$ cat src/sv/scrr_ram.sv
// generic simple dual port ram with registered read
`default_nettype none
module scrr_ram #(
  parameter int WIDTH = 8,
  parameter int DEPTH = 256
) (
  input  wire logic                     clk,
  input  wire logic                     we,
  input  wire logic [$clog2(DEPTH)-1:0] waddr,
  input  wire logic [WIDTH-1:0]         wdata,
  input  wire logic [$clog2(DEPTH)-1:0] raddr,
  output logic      [WIDTH-1:0]         rdata
);

  logic [WIDTH-1:0] mem [DEPTH];

  always_ff @(posedge clk) begin
    if (we) begin
      mem[waddr] <= wdata;
    end
    rdata <= mem[raddr];
  end

endmodule
`default_nettype wire

$ cat config.mk
export PLATFORM = sky130hd
export DESIGN_NAME = scrr_ram
export DESIGN_NICKNAME = d
export VERILOG_FILES = /design/src/sv/scrr_ram.sv
export SDC_FILE = /design/constraint.sdc
export NUM_CORES = 2
export LEC_CHECK = 0
export BUFFER_PORTS_ARGS = -buffer_cell sky130_fd_sc_hd__buf_4
export CELL_PAD_IN_SITES_DETAIL_PLACEMENT = 1
export CELL_PAD_IN_SITES_GLOBAL_PLACEMENT = 2
export CORE_ASPECT_RATIO = 0.6
export CORE_UTILIZATION = 55
export DETAILED_ROUTE_END_ITERATION = 10
export PLACE_DENSITY_LB_ADDON = 0.05
export SLEW_MARGIN = 25
export SYNTH_ARGS = -nofsm -noshare
export SYNTH_HDL_FRONTEND = slang
export SYNTH_SLANG_ARGS = --single-unit
$ cat constraint.sdc
create_clock -name clk -period 4.28 [get_ports clk]
set_clock_uncertainty 0.15 [all_clocks]
set_input_delay 0.642 -clock clk [delete_from_list [all_inputs] [get_ports clk]]
set_output_delay 0.642 -clock clk [all_outputs]
set_load 0.01 [all_outputs]
==> results.toml <==
[placed_design]
dp_hpwl_um = 140900
gp_routability_congestion = 0.8513
dp.cells = 5719
place_area_um2 = 83370
port-buffer-count = 33
pre_cts_ws_ps = 86.09

[floorplanning]
std_cell_rows = 107
dieArea_um2 = 146200
ioPinCount = 34
floorplan.initialDensity = 0.5575
die_y_um = 296.6
core_area_um2 = 142700
die_w_um = 493

[synth]
synth_top_area_cell = "edfxtp_1"
synth_fp_nets = 3759
ys_seq_area_frac = 0.7750
ys_ff_latch = 2056
synth.area.top_cells = "edfxtp_1 77%, mux4_2 13%, mux2i_1 1.7%, nor2_1 1.3%, a22oi_1 1.3%"
synth_edf_count = 2048
netlist_area_um2 = 79560
synth_cells = 3733
yosysWarnings = 0
yosys.cell_types.count = 55
async_flop_share = 0
ys.flop_type = "edfxtp_1"
yosysTopAreaCellShare = 0.7730
avgSynthCellArea_um2 = 21.31

[clock_tree]
cts_tree = "yes"
insertion_delay_ps = 830
cts_max_level = 4
ctsResizeCount = 0
clock_sinks = 2056
clock_path_buffers = 3
cts_root_buf = "clkbuf_16"
clk_pin_slew_ps = 60
numCtsBuffers = 180
hold_buffers = 0
postCtsSetupBuffers = 0

[finish]
nFillCells = 11720
final_cell_mix = "2048 x edfxtp_1, 454 x mux4_2, 279 x nor2_1"
final_layout_size_suffix_gt1_frac = 0.2516
final_area_um2 = 89050
final_cells = 6046
postLayoutCoreUtil = 0.6240
final_common_cell = "edfxtp_1"
nets = 4020
layout-area-overhead-vs-synth_pct = 11.93

[global_routing]
grt_pass1_wl_um = 309500
grt_max_degree = 135
antenna_found_initial = 8
grt_overflow = 0
grt_pass1_vias = 40900
grt_use_total = 0.3046

[pwr]
p_leak_nw = 27.76
vdd_drop_max_uv = 450.7
fin_total_pwr_w = 0.04050
p_per_area_nw_per_um2 = 454.8

[run]
maxCapViolCount = 0

[timing]
fmax_mhz = 299.3
drv_slew = 0
fin_crit_ps = 3341
max-slew-margin-rel = 0.2791
hold_viol = 0
worst_slack_ps = 938.8
grt_setup_unrepaired = "no"
timing_worst_slew_pin_value_ps = 1081
setup-violations-final = 0
post-route-period-util = 0.7807

[routing]
drc = 0
drt_wl_total_um = 219200
ant_nets = 0
firstDrtPassIters = 5
drtIter0Drc = 5507
num_vias = 40520
viasPerCell = 6.702
wl_per_cell_um = 36.25

[critical_path]
startpoint_type = "input pin"
r2r_setup_slack_ps = 1330
crit_start = "raddr[1]"
path_max_fanout = 51
worstPathArrival_ps = 3860
required_ps = 4790
end_kind = "register"
r2r_end = "rdata[3]"
r2r_start = "mem[195][3]"
path_class = "in2reg"
cp-endpoint = "rdata[3]"
reg2reg_depth = 6

[outcome]
status = "complete, no violations"

[worst_hold_path]
hp-class = "in2reg"
-- state kept, by name, indices dropped and copies added (netlist names) --
name	count
mem	2048
rdata	8
-- power by group --
part           internal (W)  switching [W]
Clock               0.00887        0.00720
Combinational      0.000767        0.00144
Sequential           0.0222      0.0000430
Total                0.0318        0.00868
-- Yosys cell counts, types with 13 or more instances --
master    instances
edfxtp_1       2048
mux4_2          454
nor2_1          282
mux2i_1         134
a22oi_1         133
clkbuf_1        111
a21oi_1          96
o221ai_1         46
nand3_1          34
nand2_1          33
buf_2            31
nor2b_1          31
o22ai_1          28
buf_4            27
nor4_1           24
buf_1            22
nor3_1           22
buf_6            21
a211oi_1         16
a221oi_1         13
buf_8            13
-- how the worst min path moves through the flow --
stage | depth (start not counted) | slack, ps | end | start
after detailed placement | 7 | 910 | rdata[5] | mem[32][5]
after global placement | 7 | 910 | rdata[5] | mem[32][5]
after CTS | 1 | 190 | mem[25][1] | wdata[1]
final | 1 | 220 | mem[26][1] | wdata[1]
after floorplan | 0 | 590 | mem[0][0] | wdata[0]
after global routing | 1 | 230 | mem[25][1] | wdata[1]
-- layout make-up --
| class | instances | area (µm²) | share of cell area |
|---|---|---|---|
| clock inverters | 80 | 683.2 | 0.007672 |
| clock buffers | 245 | 4990 | 0.05603 |
| inverters | 2 | 7.507 | 0.00008431 |
| flip-flops and latches | 2056 | 61660 | 0.6924 |
| multi-input cells | 1442 | 16530 | 0.1857 |
| diodes | 2 | 5.005 | 0.00005620 |
| repair buffers | 312 | 2783 | 0.03125 |
| well taps | 1907 | 2386 | 0.02680 |
-- through the flow --
stage          hold slack (ps)  setup TNS [ps]
3_5_place_dp             913.2               0
5_1_grt                  229.2               0
6_report                 219.9               0
2_1_floorplan            590.9               0
4_1_cts                  185.1               0
3_3_place_gp             905.6           -1137
-- layer usage --
layer | wire (µm) | up-vias | share of wire | global-route usage
met5 | 0 | - | 0 | 0
met4 | 4027 | 0 | 0.018 | 0.07202
met3 | 21960 | 238 | 0.10 | 0.06635
met2 | 97230 | 2022 | 0.44 | 0.4435
met1 | 95960 | 22040 | 0.44 | 0.4749
li1 | - | 16220 | - | -
-- critical path: stages --
cell and delay, ps:
buf_8 520, buf_4 300, buf_12 190, buf_4 130, mux4_2 330, a22o_1 260
a221oi_1 350, o32ai_1 170, nor3_1 810, nor4_1 130
-- logic make-up after synthesis --
logic type             synth area share
DFF                              0.7750
buffers and inverters           0.01831
and+or+nand+nor                 0.02628
muxes                            0.1462
AOI/OAI and AO/OA               0.03419
No activity file was read; power rests on OpenSTA's default activity.
